File: src/rtl/adpe_pkg.sv
// adpe_pkg: shared widths, codes, word types and opcode tables
// for the aarch64 data-processing encoder; no dependencies
package adpe_pkg;

  localparam int unsigned KIND_W  = 5;
  localparam int unsigned REG_W   = 5;
  localparam int unsigned IMM_W   = 16;
  localparam int unsigned SKIND_W = 2;
  localparam int unsigned SAMT_W  = 6;
  localparam int unsigned WORD_W  = 32;
  localparam int unsigned ERR_W   = 3;

  localparam logic [REG_W-1:0] ZERO_REG  = 5'd31;
  localparam logic [IMM_W-1:0] IMM12_MAX = 16'h0fff;
  localparam logic [9:0]       MUL_OPC   = 10'h0d8;

  typedef enum logic [KIND_W-1:0] {
    KIND_ADD  = 5'd0,
    KIND_ADDS = 5'd1,
    KIND_SUB  = 5'd2,
    KIND_SUBS = 5'd3,
    KIND_AND  = 5'd4,
    KIND_ANDS = 5'd5,
    KIND_BIC  = 5'd6,
    KIND_BICS = 5'd7,
    KIND_EOR  = 5'd8,
    KIND_EON  = 5'd9,
    KIND_ORR  = 5'd10,
    KIND_ORN  = 5'd11,
    KIND_MOVN = 5'd12,
    KIND_MOVZ = 5'd13,
    KIND_MOVK = 5'd14,
    KIND_MADD = 5'd15,
    KIND_MSUB = 5'd16,
    KIND_CMP  = 5'd17,
    KIND_CMN  = 5'd18,
    KIND_NEG  = 5'd19,
    KIND_NEGS = 5'd20,
    KIND_TST  = 5'd21,
    KIND_MVN  = 5'd22,
    KIND_MOV  = 5'd23,
    KIND_MUL  = 5'd24,
    KIND_MNEG = 5'd25
  } kind_e;

  typedef enum logic [ERR_W-1:0] {
    ERR_NONE  = 3'd0,
    ERR_ROR   = 3'd1,
    ERR_IMM   = 3'd2,
    ERR_SHIFT = 3'd3,
    ERR_FORM  = 3'd4
  } err_e;

  localparam logic [SKIND_W-1:0] SHIFT_LSL = 2'd0;
  localparam logic [SKIND_W-1:0] SHIFT_ROR = 2'd3;

  typedef struct packed {
    logic [KIND_W-1:0]  kind;
    logic               wide;
    logic [REG_W-1:0]   first_reg;
    logic [REG_W-1:0]   second_reg;
    logic [REG_W-1:0]   third_reg;
    logic [REG_W-1:0]   fourth_reg;
    logic               last_is_register;
    logic [IMM_W-1:0]   immediate;
    logic               has_shift;
    logic [SKIND_W-1:0] shift_kind;
    logic [SAMT_W-1:0]  shift_amount;
  } item_t;

  typedef struct packed {
    logic [WORD_W-1:0] machine_word;
    err_e              error;
  } result_t;

  // register-form opcode, placed at bit 21
  function automatic logic [9:0] reg_opc(input logic [KIND_W-1:0] base);
    logic [9:0] opc;
    case (base)
      KIND_ADD:  opc = 10'h058;
      KIND_ADDS: opc = 10'h158;
      KIND_SUB:  opc = 10'h258;
      KIND_SUBS: opc = 10'h358;
      KIND_AND:  opc = 10'h050;
      KIND_ANDS: opc = 10'h350;
      KIND_BIC:  opc = 10'h051;
      KIND_BICS: opc = 10'h351;
      KIND_EOR:  opc = 10'h250;
      KIND_EON:  opc = 10'h251;
      KIND_ORR:  opc = 10'h150;
      KIND_ORN:  opc = 10'h151;
      KIND_MADD: opc = MUL_OPC;
      KIND_MSUB: opc = MUL_OPC;
      default:   opc = 10'h000;
    endcase
    return opc;
  endfunction

  // immediate-form opcode, placed at bit 23
  function automatic logic [7:0] imm_opc(input logic [KIND_W-1:0] base);
    logic [7:0] opc;
    case (base)
      KIND_ADD:  opc = 8'h22;
      KIND_ADDS: opc = 8'h62;
      KIND_SUB:  opc = 8'ha2;
      KIND_SUBS: opc = 8'he2;
      KIND_MOVN: opc = 8'h25;
      KIND_MOVZ: opc = 8'ha5;
      KIND_MOVK: opc = 8'he5;
      default:   opc = 8'h00;
    endcase
    return opc;
  endfunction

endpackage

File: src/rtl/adpe_in_if.sv
// adpe_in_if: valid/ready channel carrying one parsed instruction word
// depends on adpe_pkg
interface adpe_in_if;
  import adpe_pkg::*;

  logic               valid;
  logic               ready;
  logic [KIND_W-1:0]  kind;
  logic               wide;
  logic [REG_W-1:0]   first_reg;
  logic [REG_W-1:0]   second_reg;
  logic [REG_W-1:0]   third_reg;
  logic [REG_W-1:0]   fourth_reg;
  logic               last_is_register;
  logic [IMM_W-1:0]   immediate;
  logic               has_shift;
  logic [SKIND_W-1:0] shift_kind;
  logic [SAMT_W-1:0]  shift_amount;

  modport source (
    output valid, kind, wide, first_reg, second_reg, third_reg, fourth_reg,
           last_is_register, immediate, has_shift, shift_kind, shift_amount,
    input  ready
  );

  modport sink (
    input  valid, kind, wide, first_reg, second_reg, third_reg, fourth_reg,
           last_is_register, immediate, has_shift, shift_kind, shift_amount,
    output ready
  );
endinterface

File: src/rtl/adpe_out_if.sv
// adpe_out_if: valid/ready channel carrying one encoded machine word
// depends on adpe_pkg
interface adpe_out_if;
  import adpe_pkg::*;

  logic              valid;
  logic              ready;
  logic [WORD_W-1:0] machine_word;
  logic [ERR_W-1:0]  error;

  modport source (
    output valid, machine_word, error,
    input  ready
  );

  modport sink (
    input  valid, machine_word, error,
    output ready
  );
endinterface

File: src/rtl/adpe_core.sv
// adpe_core: alias expansion, form selection and field packing for one word
// purely combinational; depends on adpe_pkg
module adpe_core (
  input  adpe_pkg::item_t   item_i,
  output adpe_pkg::result_t res_o
);
  import adpe_pkg::*;

  always_comb begin
    logic [KIND_W-1:0] base;
    logic [REG_W-1:0]  rd, rn, rm, ra;
    logic              imm_ok, shift_ok, unknown;
    logic [1:0]        hw;
    logic [WORD_W-1:0] word;
    err_e              err;

    base     = item_i.kind;
    rd       = item_i.first_reg;
    rn       = item_i.second_reg;
    rm       = item_i.third_reg;
    ra       = item_i.fourth_reg;
    imm_ok   = 1'b1;
    shift_ok = 1'b1;
    unknown  = 1'b0;
    hw       = 2'd0;
    word     = '0;
    err      = ERR_NONE;

    // alias expansion
    case (item_i.kind)
      KIND_CMP, KIND_CMN: begin
        base = (item_i.kind == KIND_CMN) ? KIND_ADDS : KIND_SUBS;
        rd   = ZERO_REG;
        rn   = item_i.first_reg;
        rm   = item_i.second_reg;
      end
      KIND_NEG, KIND_NEGS: begin
        base   = (item_i.kind == KIND_NEGS) ? KIND_SUBS : KIND_SUB;
        rn     = ZERO_REG;
        rm     = item_i.second_reg;
        imm_ok = 1'b0;
      end
      KIND_TST: begin
        base   = KIND_ANDS;
        rd     = ZERO_REG;
        rn     = item_i.first_reg;
        rm     = item_i.second_reg;
        imm_ok = 1'b0;
      end
      KIND_MVN: begin
        base   = KIND_ORN;
        rn     = ZERO_REG;
        rm     = item_i.second_reg;
        imm_ok = 1'b0;
      end
      KIND_MOV: begin
        base     = KIND_ORR;
        rn       = ZERO_REG;
        rm       = item_i.second_reg;
        imm_ok   = 1'b0;
        shift_ok = 1'b0;
      end
      KIND_MUL, KIND_MNEG: begin
        base = (item_i.kind == KIND_MNEG) ? KIND_MSUB : KIND_MADD;
        ra   = ZERO_REG;
      end
      default: begin
        unknown = (item_i.kind > KIND_MSUB);
      end
    endcase

    if (base >= KIND_MADD) begin
      imm_ok   = 1'b0;
      shift_ok = 1'b0;
    end
    if (base >= KIND_AND && base <= KIND_ORN) begin
      imm_ok = 1'b0;
    end

    if (unknown) begin
      err = ERR_FORM;
    end else if (!item_i.last_is_register && !imm_ok) begin
      err = ERR_FORM;
    end else if (item_i.has_shift && !shift_ok) begin
      err = ERR_FORM;
    end else if (base >= KIND_MOVN && base <= KIND_MOVK) begin
      hw = item_i.has_shift ? item_i.shift_amount[5:4] : 2'd0;
      if (item_i.last_is_register) begin
        err = ERR_FORM;
      end else if (item_i.has_shift && (item_i.shift_kind != SHIFT_LSL ||
                   item_i.shift_amount[3:0] != 4'd0)) begin
        err = ERR_SHIFT;
      end else if (!item_i.wide && hw[1]) begin
        err = ERR_SHIFT;
      end
      word = (WORD_W'(imm_opc(base)) << 23) | (WORD_W'(hw) << 21) |
             (WORD_W'(item_i.immediate) << 5) | WORD_W'(rd);
    end else if (base >= KIND_MADD) begin
      word = (WORD_W'(MUL_OPC) << 21) | (WORD_W'(rm) << 16) |
             (WORD_W'(base == KIND_MSUB) << 15) | (WORD_W'(ra) << 10) |
             (WORD_W'(rn) << 5) | WORD_W'(rd);
    end else if (item_i.last_is_register) begin
      word = (WORD_W'(reg_opc(base)) << 21) | (WORD_W'(rm) << 16) |
             (WORD_W'(rn) << 5) | WORD_W'(rd);
      if (item_i.has_shift) begin
        if (base <= KIND_SUBS && item_i.shift_kind == SHIFT_ROR) begin
          err = ERR_ROR;
        end else if (!item_i.wide && item_i.shift_amount[5]) begin
          err = ERR_SHIFT;
        end
        word = word | (WORD_W'(item_i.shift_kind) << 22) |
               (WORD_W'(item_i.shift_amount) << 10);
      end
    end else begin
      if (item_i.immediate > IMM12_MAX) begin
        err = ERR_IMM;
      end else if (item_i.has_shift && item_i.shift_kind != SHIFT_LSL) begin
        err = ERR_SHIFT;
      end else if (item_i.has_shift && item_i.shift_amount != 6'd12 &&
                   item_i.shift_amount != 6'd0) begin
        err = ERR_SHIFT;
      end
      word = (WORD_W'(imm_opc(base)) << 23) | (WORD_W'(item_i.immediate) << 10) |
             (WORD_W'(rn) << 5) | WORD_W'(rd);
      if (item_i.has_shift && item_i.shift_amount == 6'd12) begin
        word = word | (WORD_W'(1'b1) << 22);
      end
    end

    word = word | (WORD_W'(item_i.wide) << 31);

    res_o.machine_word = (err == ERR_NONE) ? word : '0;
    res_o.error        = err;
  end

endmodule

File: src/rtl/arm64_data_processing_encoder.sv
// arm64_data_processing_encoder: aarch64 data-processing instruction encoder
// an accepted input word passes the input register, then the result register
// throughput: one word per cycle while the result side does not hold off ready
// input is ready when the input register is empty, or the result register is empty or taken this cycle
// reset (rst_ni low, async) clears both valid flags; payload is not reset
// depends on adpe_pkg, adpe_in_if, adpe_out_if, adpe_core
module arm64_data_processing_encoder (
  input  logic              clk_i,
  input  logic              rst_ni,
  adpe_in_if.sink           in_i,
  adpe_out_if.source        out_o
);
  import adpe_pkg::*;

  logic    in_valid_q;
  item_t   in_item_q;
  logic    out_valid_q;
  result_t out_res_q;
  result_t res;
  logic    out_adv;
  logic    in_adv;

  // result register frees when empty or taken
  assign out_adv   = !out_valid_q || out_o.ready;
  assign in_adv    = !in_valid_q || out_adv;
  assign in_i.ready = in_adv;

  always_ff @(posedge clk_i or negedge rst_ni) begin
    if (!rst_ni) begin
      in_valid_q  <= 1'b0;
      out_valid_q <= 1'b0;
    end else begin
      if (in_adv) begin
        in_valid_q <= in_i.valid;
      end
      if (out_adv) begin
        out_valid_q <= in_valid_q;
      end
    end
  end

  always_ff @(posedge clk_i) begin
    if (in_adv && in_i.valid) begin
      in_item_q.kind             <= in_i.kind;
      in_item_q.wide             <= in_i.wide;
      in_item_q.first_reg        <= in_i.first_reg;
      in_item_q.second_reg       <= in_i.second_reg;
      in_item_q.third_reg        <= in_i.third_reg;
      in_item_q.fourth_reg       <= in_i.fourth_reg;
      in_item_q.last_is_register <= in_i.last_is_register;
      in_item_q.immediate        <= in_i.immediate;
      in_item_q.has_shift        <= in_i.has_shift;
      in_item_q.shift_kind       <= in_i.shift_kind;
      in_item_q.shift_amount     <= in_i.shift_amount;
    end
    if (out_adv && in_valid_q) begin
      out_res_q <= res;
    end
  end

  adpe_core u_core (
    .item_i (in_item_q),
    .res_o  (res)
  );

  assign out_o.valid        = out_valid_q;
  assign out_o.machine_word = out_res_q.machine_word;
  assign out_o.error        = out_res_q.error;

endmodule

File: src/flat_wrapper.sv
// flat-port wrapper written by rule: the top's interface ports become plain ports
module arm64_data_processing_encoder_flat import adpe_pkg::*;
  (clk_i, rst_ni, in_i_valid, in_i_kind, in_i_wide, in_i_first_reg, in_i_second_reg, in_i_third_reg, in_i_fourth_reg, in_i_last_is_register, in_i_immediate, in_i_has_shift, in_i_shift_kind, in_i_shift_amount, in_i_ready, out_o_valid, out_o_machine_word, out_o_error, out_o_ready);
  adpe_in_if in_i_i ();
  adpe_out_if out_o_i ();
  input  logic clk_i;
  input  logic rst_ni;
  input wire logic [$bits(in_i_i.valid)-1:0] in_i_valid;
  input wire logic [$bits(in_i_i.kind)-1:0] in_i_kind;
  input wire logic [$bits(in_i_i.wide)-1:0] in_i_wide;
  input wire logic [$bits(in_i_i.first_reg)-1:0] in_i_first_reg;
  input wire logic [$bits(in_i_i.second_reg)-1:0] in_i_second_reg;
  input wire logic [$bits(in_i_i.third_reg)-1:0] in_i_third_reg;
  input wire logic [$bits(in_i_i.fourth_reg)-1:0] in_i_fourth_reg;
  input wire logic [$bits(in_i_i.last_is_register)-1:0] in_i_last_is_register;
  input wire logic [$bits(in_i_i.immediate)-1:0] in_i_immediate;
  input wire logic [$bits(in_i_i.has_shift)-1:0] in_i_has_shift;
  input wire logic [$bits(in_i_i.shift_kind)-1:0] in_i_shift_kind;
  input wire logic [$bits(in_i_i.shift_amount)-1:0] in_i_shift_amount;
  output wire logic [$bits(in_i_i.ready)-1:0] in_i_ready;
  output wire logic [$bits(out_o_i.valid)-1:0] out_o_valid;
  output wire logic [$bits(out_o_i.machine_word)-1:0] out_o_machine_word;
  output wire logic [$bits(out_o_i.error)-1:0] out_o_error;
  input wire logic [$bits(out_o_i.ready)-1:0] out_o_ready;
  assign in_i_i.valid = in_i_valid;
  assign in_i_i.kind = in_i_kind;
  assign in_i_i.wide = in_i_wide;
  assign in_i_i.first_reg = in_i_first_reg;
  assign in_i_i.second_reg = in_i_second_reg;
  assign in_i_i.third_reg = in_i_third_reg;
  assign in_i_i.fourth_reg = in_i_fourth_reg;
  assign in_i_i.last_is_register = in_i_last_is_register;
  assign in_i_i.immediate = in_i_immediate;
  assign in_i_i.has_shift = in_i_has_shift;
  assign in_i_i.shift_kind = in_i_shift_kind;
  assign in_i_i.shift_amount = in_i_shift_amount;
  assign in_i_ready = in_i_i.ready;
  assign out_o_valid = out_o_i.valid;
  assign out_o_machine_word = out_o_i.machine_word;
  assign out_o_error = out_o_i.error;
  assign out_o_i.ready = out_o_ready;
  arm64_data_processing_encoder u_core (.clk_i(clk_i), .rst_ni(rst_ni), .in_i(in_i_i), .out_o(out_o_i));
endmodule
File: config.mk
export PLATFORM = sky130hd
export DESIGN_NAME = arm64_data_processing_encoder_flat
export DESIGN_NICKNAME = d
export VERILOG_FILES = /design/src/rtl/adpe_pkg.sv /design/src/rtl/adpe_in_if.sv /design/src/rtl/adpe_out_if.sv /design/src/rtl/adpe_core.sv /design/src/rtl/arm64_data_processing_encoder.sv /design/src/flat_wrapper.sv
export SDC_FILE = /design/constraint.sdc
export NUM_CORES = 1
export LEC_CHECK = 0
export ABC_AREA = 1
export BUFFER_PORTS_ARGS = -buffer_cell sky130_fd_sc_hd__buf_2
export CAP_MARGIN = 20
export CORE_AREA = 10 10 100 138
export CTS_BUF_LIST = sky130_fd_sc_hd__clkbuf_16
export DETAILED_ROUTE_END_ITERATION = 7
export DIE_AREA = 0 0 110 148
export SLEW_MARGIN = 20
export SYNTH_ARGS = -nofsm -noshare
export SYNTH_HDL_FRONTEND = slang
export SYNTH_SLANG_ARGS = --single-unit
File: constraint.sdc
create_clock -name clk_i -period 3.4 [get_ports clk_i]
set_input_delay 0.34 -clock clk_i [delete_from_list [all_inputs] [get_ports clk_i]]
set_output_delay 0.34 -clock clk_i [all_outputs]
set_load 0.02 [all_outputs]
**Word level (Yosys, flattened, before mapping)**

Memories as Yosys holds them, arrays and structs flattened.
Cells that the tools add are included.

- Flip-flop bits (word level): 89
- Input bits: 56
- Memories kept: 1
- Bits in latches: 0
- ROM bits: 224
- Bits in writable memories: 0

Memory list:

| memory | depth | bits a word | read ports | clocked after Yosys merged registers in | write ports | RTL line | RTL |
|---|---|---|---|---|---|---|---|
| (no name shown) | 32 | 7 | 1 | 0 | 0 | adpe_pkg.sv:79 | `case (base)` |

- $mul: 0
- Eq/ne operators: 19
- Divide/modulo/power cells: 0
- $lt $le $gt $ge: 8
- Add/sub/neg operators: 0
- Shift-type cells: 0
- Reductions and logical operators: 36
- Bitwise operators: 16
- Mux-type cells: 55

Operator list:

| cell | count |
|---|---|
| $mux 32 | 5 |
| $or 31x5->31 | 3 |
| $mux 8 | 10 |
| $mux 31 | 2 |
| $or 31x10->31 | 2 |
| $or 31x21->31 | 2 |
| $mux 10 | 6 |
| $pmux 8 s7 | 1 |
| $eq 5x5->1 const B | 10 |
| $or 32x32->32 | 1 |
| $or 31x16->31 | 1 |
| $or 31x23->31 | 1 |
| $or 31x24->31 | 1 |
| $or 31x26->31 | 1 |
| $pmux 5 s6 | 1 |
| $or 29x10->29 | 1 |
| $or 29x15->29 | 1 |
| $or 29x16->29 | 1 |
| $or 29x5->29 | 1 |
| $mux 23 | 1 |
| $mux 3 | 7 |
| $mux 2 | 10 |
| $mux 5 | 4 |
| $gt 16x12->1 const B | 1 |
| other kinds (27) | 60 |

**Depth between registers and ports, before layout**

- Depth in word-level cells: 23
- Depth in mapped cells: 18

**Cells and area by module**

Synthesis repeated with hierarchy kept, for this count alone.

- Cell total of the unflattened synthesis: 400
- Area total of the unflattened synthesis: 4361.7 µm²

Modules (own cells, without submodules):

| module | sequential area each (µm²) | times used | area each (µm²) | cells an instance |
|---|---|---|---|---|
| arm64_data_processing_encoder | 2662.6 | 1 | 2707.6 | 99 |
| adpe_core | 0.0 | 1 | 1654.1 | 301 |

**Worst setup path before layout**

Ideal clock, no wire load.

- Path kind: register to register
- Start point: register u_core.out_valid_q, in the netlist u_core.out_o.valid
- End point: register u_core.out_res_q, in the netlist u_core.out_o.error[0], enable pin
- Arrival time: 2.203 ns
- Setup time: 0.437 ns
- Period minus slack after synthesis: 2.640 ns
- Cell stages (with the launch flop): 2
- Path slack: 0.760 ns
- Path through: dfrtp_1 -> a21oi_1

- Longest elaborated chain between the ends: 3

Ends and longest elaborated chain:

| element | RTL line | RTL |
|---|---|---|
| start: declaration | arm64_data_processing_encoder.sv:17 | `logic out_valid_q;` |
| start signal: assignment | arm64_data_processing_encoder.sv:37 | `out_valid_q <= in_valid_q;` |
| $logic_not 1->1 | arm64_data_processing_encoder.sv:24 | `assign out_adv = !out_valid_q \|\| out_o.ready;` |
| $logic_or 1x1->1 | arm64_data_processing_encoder.sv:24 |  |
| $logic_and 1x1->1 | arm64_data_processing_encoder.sv:56 | `if (out_adv && in_valid_q) begin` |
| end signal: assignment | arm64_data_processing_encoder.sv:57 | `out_res_q <= res;` |
| end: declaration | arm64_data_processing_encoder.sv:18 | `result_t out_res_q;` |

No other way between the ends.
A chain may end at the register's enable or synchronous reset.

**Worst setup path in the final report**

- Start point: register u_core.in_item_q[47] (netlist name)
- End point: register u_core.out_res_q, in the netlist u_core.out_o.machine_word[28], data pin

- Longest elaborated chain between the ends: 23
- Elaborated cells on any way between the ends: 91

Ends and longest elaborated chain:

| element | RTL line | RTL |
|---|---|---|
| start: declaration | arm64_data_processing_encoder.sv:16 | `item_t in_item_q;` |
| $eq 5x5->1 (on tied branches) | -- |  |
| $mux 5, or another cell as far along | adpe_core.sv:64 | `base = (item_i.kind == KIND_MNEG) ? KIND_MSUB : KIND_MADD;` |
| $pmux 5 s6 | adpe_core.sv:30 | `case (item_i.kind)` |
| $mem_v2 32x7 | -- |  |
| $mux 10 | adpe_core.sv:102 | `end else if (item_i.last_is_register) begin` |
| $mux 10 | adpe_core.sv:98 | `end else if (base >= KIND_MADD) begin` |
| $mux 10 | adpe_core.sv:86 | `end else if (base >= KIND_MOVN && base <= KIND_MOVK) begin` |
| $mux 10 | adpe_core.sv:84 | `end else if (item_i.has_shift && !shift_ok) begin` |
| [... 7 more ...] | -- |  |
| $mux 31 | adpe_core.sv:105 | `if (item_i.has_shift) begin` |
| $mux 31 | adpe_core.sv:102 |  |
| $mux 32 | adpe_core.sv:98 |  |
| $mux 32 | adpe_core.sv:86 |  |
| $mux 32 | adpe_core.sv:84 |  |
| $mux 32 | adpe_core.sv:82 | `end else if (!item_i.last_is_register && !imm_ok) begin` |
| $mux 32 | adpe_core.sv:80 | `if (unknown) begin` |
| $or 32x32->32 | adpe_core.sv:130 | `word = word \| (WORD_W'(item_i.wide) << 31);` |

Parallel ways exist; a longest one is shown, timed or not. The select of a mux whose other input is x is not followed.

==> metrics.md <==
| Metric | Value |
|---|---|
| Class of the tightest hold or removal check | `input pin to flip-flop` |
| WP data required | `3.48 ns` |
| Routing usage on met3 | `3.655%` |
| Share of the synthesized area in the top cell type | `58.74%` |
| Total Negative Setup Slacks | `0 ns` |
| Ratio of cells with drive above 1 in the final layout | `33.08%` |
| Post-detail-place hpwl | `8189 um` |
| Post-layout min period | `2.900 ns` |
| Mapped Avg Cell Area | `10.22 sq um` |
| Clock Sinks | `88` |
| Number of enable-type register cells in the synthesized netlist | `86` |
| Via count of the first global-routing pass | `3,167` |
| Number of endpoints failing setup at the final stage | `0` |
| Post-DRT Antenna Nets | `0` |
| Die outline width | `110 um` |
| Synth Area in Compound Gates | `8.907%` |
| Worst clock skew on the final layout | `0.006382 ns` |
| Total of flip-flops plus latches after synthesis | `88` |
| Num CTS Buffers | `9` |
| Layer with the highest usage after global routing | `met2` |
| Post-DR wirelength/cell | `15.31 um` |
| Most used flip-flop cell after synthesis | `sky130_fd_sc_hd__edfxtp_1` |
| Adder-cell area share of the yosys netlist | `0%` |
| Startpoint Class | `flip-flop` |
| Post-synthesis instance area | `4397 sq um` |
| CP Capture Type | `flip-flop` |
| Initial Utilization | `39.18%` |
| Count of port buffers added during placement | `91` |
| Clock-pin slew on the worst setup and hold paths | `0.06 ns` |
| Via density per instance | `4.813` |
| Aggregate global-route resource usage | `12.77%` |
| XOR/XNOR Fraction of Synth Area | `0.1992%` |
| Cell types occupying the most area after synthesis | `sky130_fd_sc_hd__edfxtp_1 59%, sky130_fd_sc_hd__nand2_1 5.7%, sky130_fd_sc_hd__nor2_2 5.3%, sky130_fd_sc_hd__inv_1 4.1%, sky130_fd_sc_hd__nand3_1 3.3%` |
| Main combinational cell family by area after synthesis | `simple AND/OR/NAND/NOR gates` |
| Floorplan die height | `148 um` |
| Overall routed net length | `10,260 um` |
| Data arrival at the endpoint of the critical path | `2.98 ns` |
| Post-Syn Nets | `486` |
| Cells after synthesis | `430` |
| Number of search-and-repair iterations in the first detailed-routing pass | `5` |
| Multiplexer area fraction after synthesis | `0.2277%` |
| Placed Cells | `653` |
| Net count reported at finish | `577` |
| Fin. Hold Viols | `0` |
| Proportion of synthesized flip-flops having asynchronous set or reset | `2.273%` |
| # Max-Cap Violations | `0` |
| Routing usage on met1 | `16.43%` |
| Status | `finished, final reports clean` |
| Power Dens Cells | `540.0 nW/um^2` |
| Root buf cell | `sky130_fd_sc_hd__clkbuf_16` |
| Area growth, synth to finish | `20.06%` |
| TritonCTS clock tree | `built` |
| Maximum clock frequency | `0.3448 GHz` |
| Critical path launch point | `u_core.in_item_q[47]$_DFFE_PP_` |
| Vias post-DR | `3,225` |
| Total number of H-tree levels | `3` |
| Placement Rows | `46` |
| Number of antenna violations at the first check in global routing | `0` |
| Slew HR | `33.26%` |
| Global-route wire length before repair | `16,360 um` |
| Fraction of the cycle the final worst path needs | `85.30%` |
| Number of diodes | `0` |
| Insertion delay of the later-clocked pin in the worst-skew pair | `0.34 ns` |
| Cell type with the highest aggregate area in the netlist | `sky130_fd_sc_hd__edfxtp_1` |
| Setup repair after global routing missed its margin | `no` |
| Seq/Total Area, Yosys | `59.87%` |
| Slew of the pin with the lowest slew margin | `0.9989 ns` |
| Weighted congestion at the end of routability-driven global placement | `0.8925` |
| Final max-slew violation count | `0` |
| Leakage | `0.002232 uW` |
| Reg-to-Reg Start | `u_core.in_item_q[47]$_DFFE_PP_` |
| Area share of and/or/nand/nor cells after synthesis | `24.13%` |
| Type of the worst setup path | `flip-flop to flip-flop` |
| Yosys warning total | `0` |
| Die Footprint | `16,280 sq um` |
| Post-CTS setup repair buffer count | `0` |
| Synth unique cells | `41` |
| Remaining global-route overflow | `0` |
| Clock tree buffer depth | `2` |
| GR Util met2 | `19.05%` |
| Detailed Route Iter0 Violations | `245` |
| Filler cell count in the final layout | `1,069` |
| Detailed-route DRC error count | `0` |
| Non-filler cells, final | `670` |
| Total I/O pin count | `93` |
| Placeable core region | `11,220 sq um` |
| Pin count of the biggest net entering global routing | `53` |
| Maximum resistive drop on vdd | `292.8 uV` |
| Hold path startpoint | `in_i_immediate[8]` |
| Crit Path Max Fanout | `12` |
## worst max-delay path, cell delays in order (launching register included)
cell and delay (ns):
sky130_fd_sc_hd__edfxtp_1 0.47, sky130_fd_sc_hd__nor2_2 0.21, sky130_fd_sc_hd__nand2_1 0.08, sky130_fd_sc_hd__nor2_1 0.25, sky130_fd_sc_hd__nor2_4 0.12, sky130_fd_sc_hd__nand2_8 0.12, sky130_fd_sc_hd__nand2_2 0.06, sky130_fd_sc_hd__nand2_2 0.13
sky130_fd_sc_hd__nor2_4 0.06, sky130_fd_sc_hd__nand2_4 0.08, sky130_fd_sc_hd__nand2_8 0.08, sky130_fd_sc_hd__inv_2 0.17, sky130_fd_sc_hd__nand3_1 0.11, sky130_fd_sc_hd__nand2_1 0.07, sky130_fd_sc_hd__nand3_1 0.11, sky130_fd_sc_hd__nand2_2 0.27
sky130_fd_sc_hd__buf_4 0.23, sky130_fd_sc_hd__nor2_2 0.04
## sequential cells by signal, summed over array words and instances (netlist names)
name and cells:
u_core.out_o.machine_word 31, u_core.in_item_q 52, u_core.out_o.valid 1, u_core.out_o.error 3, u_core.in_valid_q 1
## path summary, 6_finish.rpt
kind | endpoint | slack [ns] | cells after the start
max | u_core.out_o.machine_word[28]$_SDFFCE_PP0P_ | 0.50 | 17
max in group asynchronous | u_core.out_o.valid$_DFFE_PN0P_ | 2.97 | 2
min in group asynchronous | u_core.in_valid_q$_DFFE_PN0N_ | 0.33 | 2
min | u_core.in_item_q[17]$_DFFE_PP_ | 0.17 | 1
max reg2reg | u_core.out_o.machine_word[28]$_SDFFCE_PP0P_ | 0.50 | 17
min reg2reg | u_core.out_o.valid$_DFFE_PN0P_ | 0.53 | 2
## through the flow
stage	setup slack [ns]	total power, uW	utilization (%)	cell area [sq um]	hold slack [ns]
after global routing	0.2133	2996	47.03	5279	0.1635
after CTS	0.4939	2877	47.02	5278	0.1627
after detailed placement	0.5074	1983	44.50	4995	0.1308
after floorplan	0.7604	1807	-	4397	0.04441
after global placement	0.6221	1973	44.50	4995	0.1258
final	0.4997	2850	47.03	5279	0.1732
## area by class of cell
type                    instances  area (sq um)  area share (%)
flip-flops and latches         88          2633           49.87
multi-input cells             274          1493           28.28
repair buffers                 95         500.5           9.481
clock buffers                   9         225.2           4.266
inverters                      53         200.2           3.792
well taps                     144         180.2           3.413
clock inverters                 7         47.55          0.9007
## logic make-up (layout without fill, tap and decap cells)
logic type             after synthesis  in the layout
multiplexers                         1              1
other                                1              1
buffers and inverters               68            164
AND/OR/NAND/NOR                    205            205
XOR/XNOR                             1              1
flip-flops                          88             88
AO/OA/AOI/OAI                       66             66
## Yosys cell counts, drive strengths merged (2+ instances only)
library cell	n
a31oi	12
a21oi	14
o22ai	5
nand3	31
o21ai	28
nand2	81
a211oi	2
inv	51
clkbuf	6
edfxtp	86
clkinv	2
nor3	3
buf	9
nor2	79
nor4	3
nand4	5
dfrtp	2
## what timing repair did
item | in CTS | in global routing
resized for setup | 0 | 0
endpoints found under the hold margin | 2 | 0
hold buffers | 1 | 0
## where the power goes
part / leakage (uW) / switching (uW) / internal [uW] / total, uW
Combinational: 0.00125 / 396 / 185 / 581
Clock: 0.000127 / 402 / 494 / 897
Sequential: 0.000859 / 47.5 / 1330 / 1370
## cell usage in the layout (no fill, tap or decap), types with 3 or more instances in the layout
cell                          n
sky130_fd_sc_hd__inv_2        3
sky130_fd_sc_hd__nand4_1      5
sky130_fd_sc_hd__a31oi_1     12
sky130_fd_sc_hd__nand2_2      7
sky130_fd_sc_hd__nor2_1      38
sky130_fd_sc_hd__nand2_4      5
sky130_fd_sc_hd__nor2_4       4
sky130_fd_sc_hd__nand2_1     67
sky130_fd_sc_hd__o21ai_0     26
sky130_fd_sc_hd__nor2_2      37
sky130_fd_sc_hd__nor3_1       3
sky130_fd_sc_hd__clkbuf_16    9
sky130_fd_sc_hd__buf_2       91
sky130_fd_sc_hd__o22ai_1      5
sky130_fd_sc_hd__a21oi_1     12
sky130_fd_sc_hd__inv_1       48
sky130_fd_sc_hd__nand3_1     29
sky130_fd_sc_hd__clkinv_1     3
sky130_fd_sc_hd__clkinvlp_4   3
sky130_fd_sc_hd__nor4_1       3
sky130_fd_sc_hd__edfxtp_1    86
## routing by layer
metal	vias to the layer above	share of wire [%]
met5	-	0
met4	0	2.5
met3	15	8.0
met2	123	47
met1	1443	43
li1	1644	-
No activity file was read; power rests on OpenSTA's default activity.
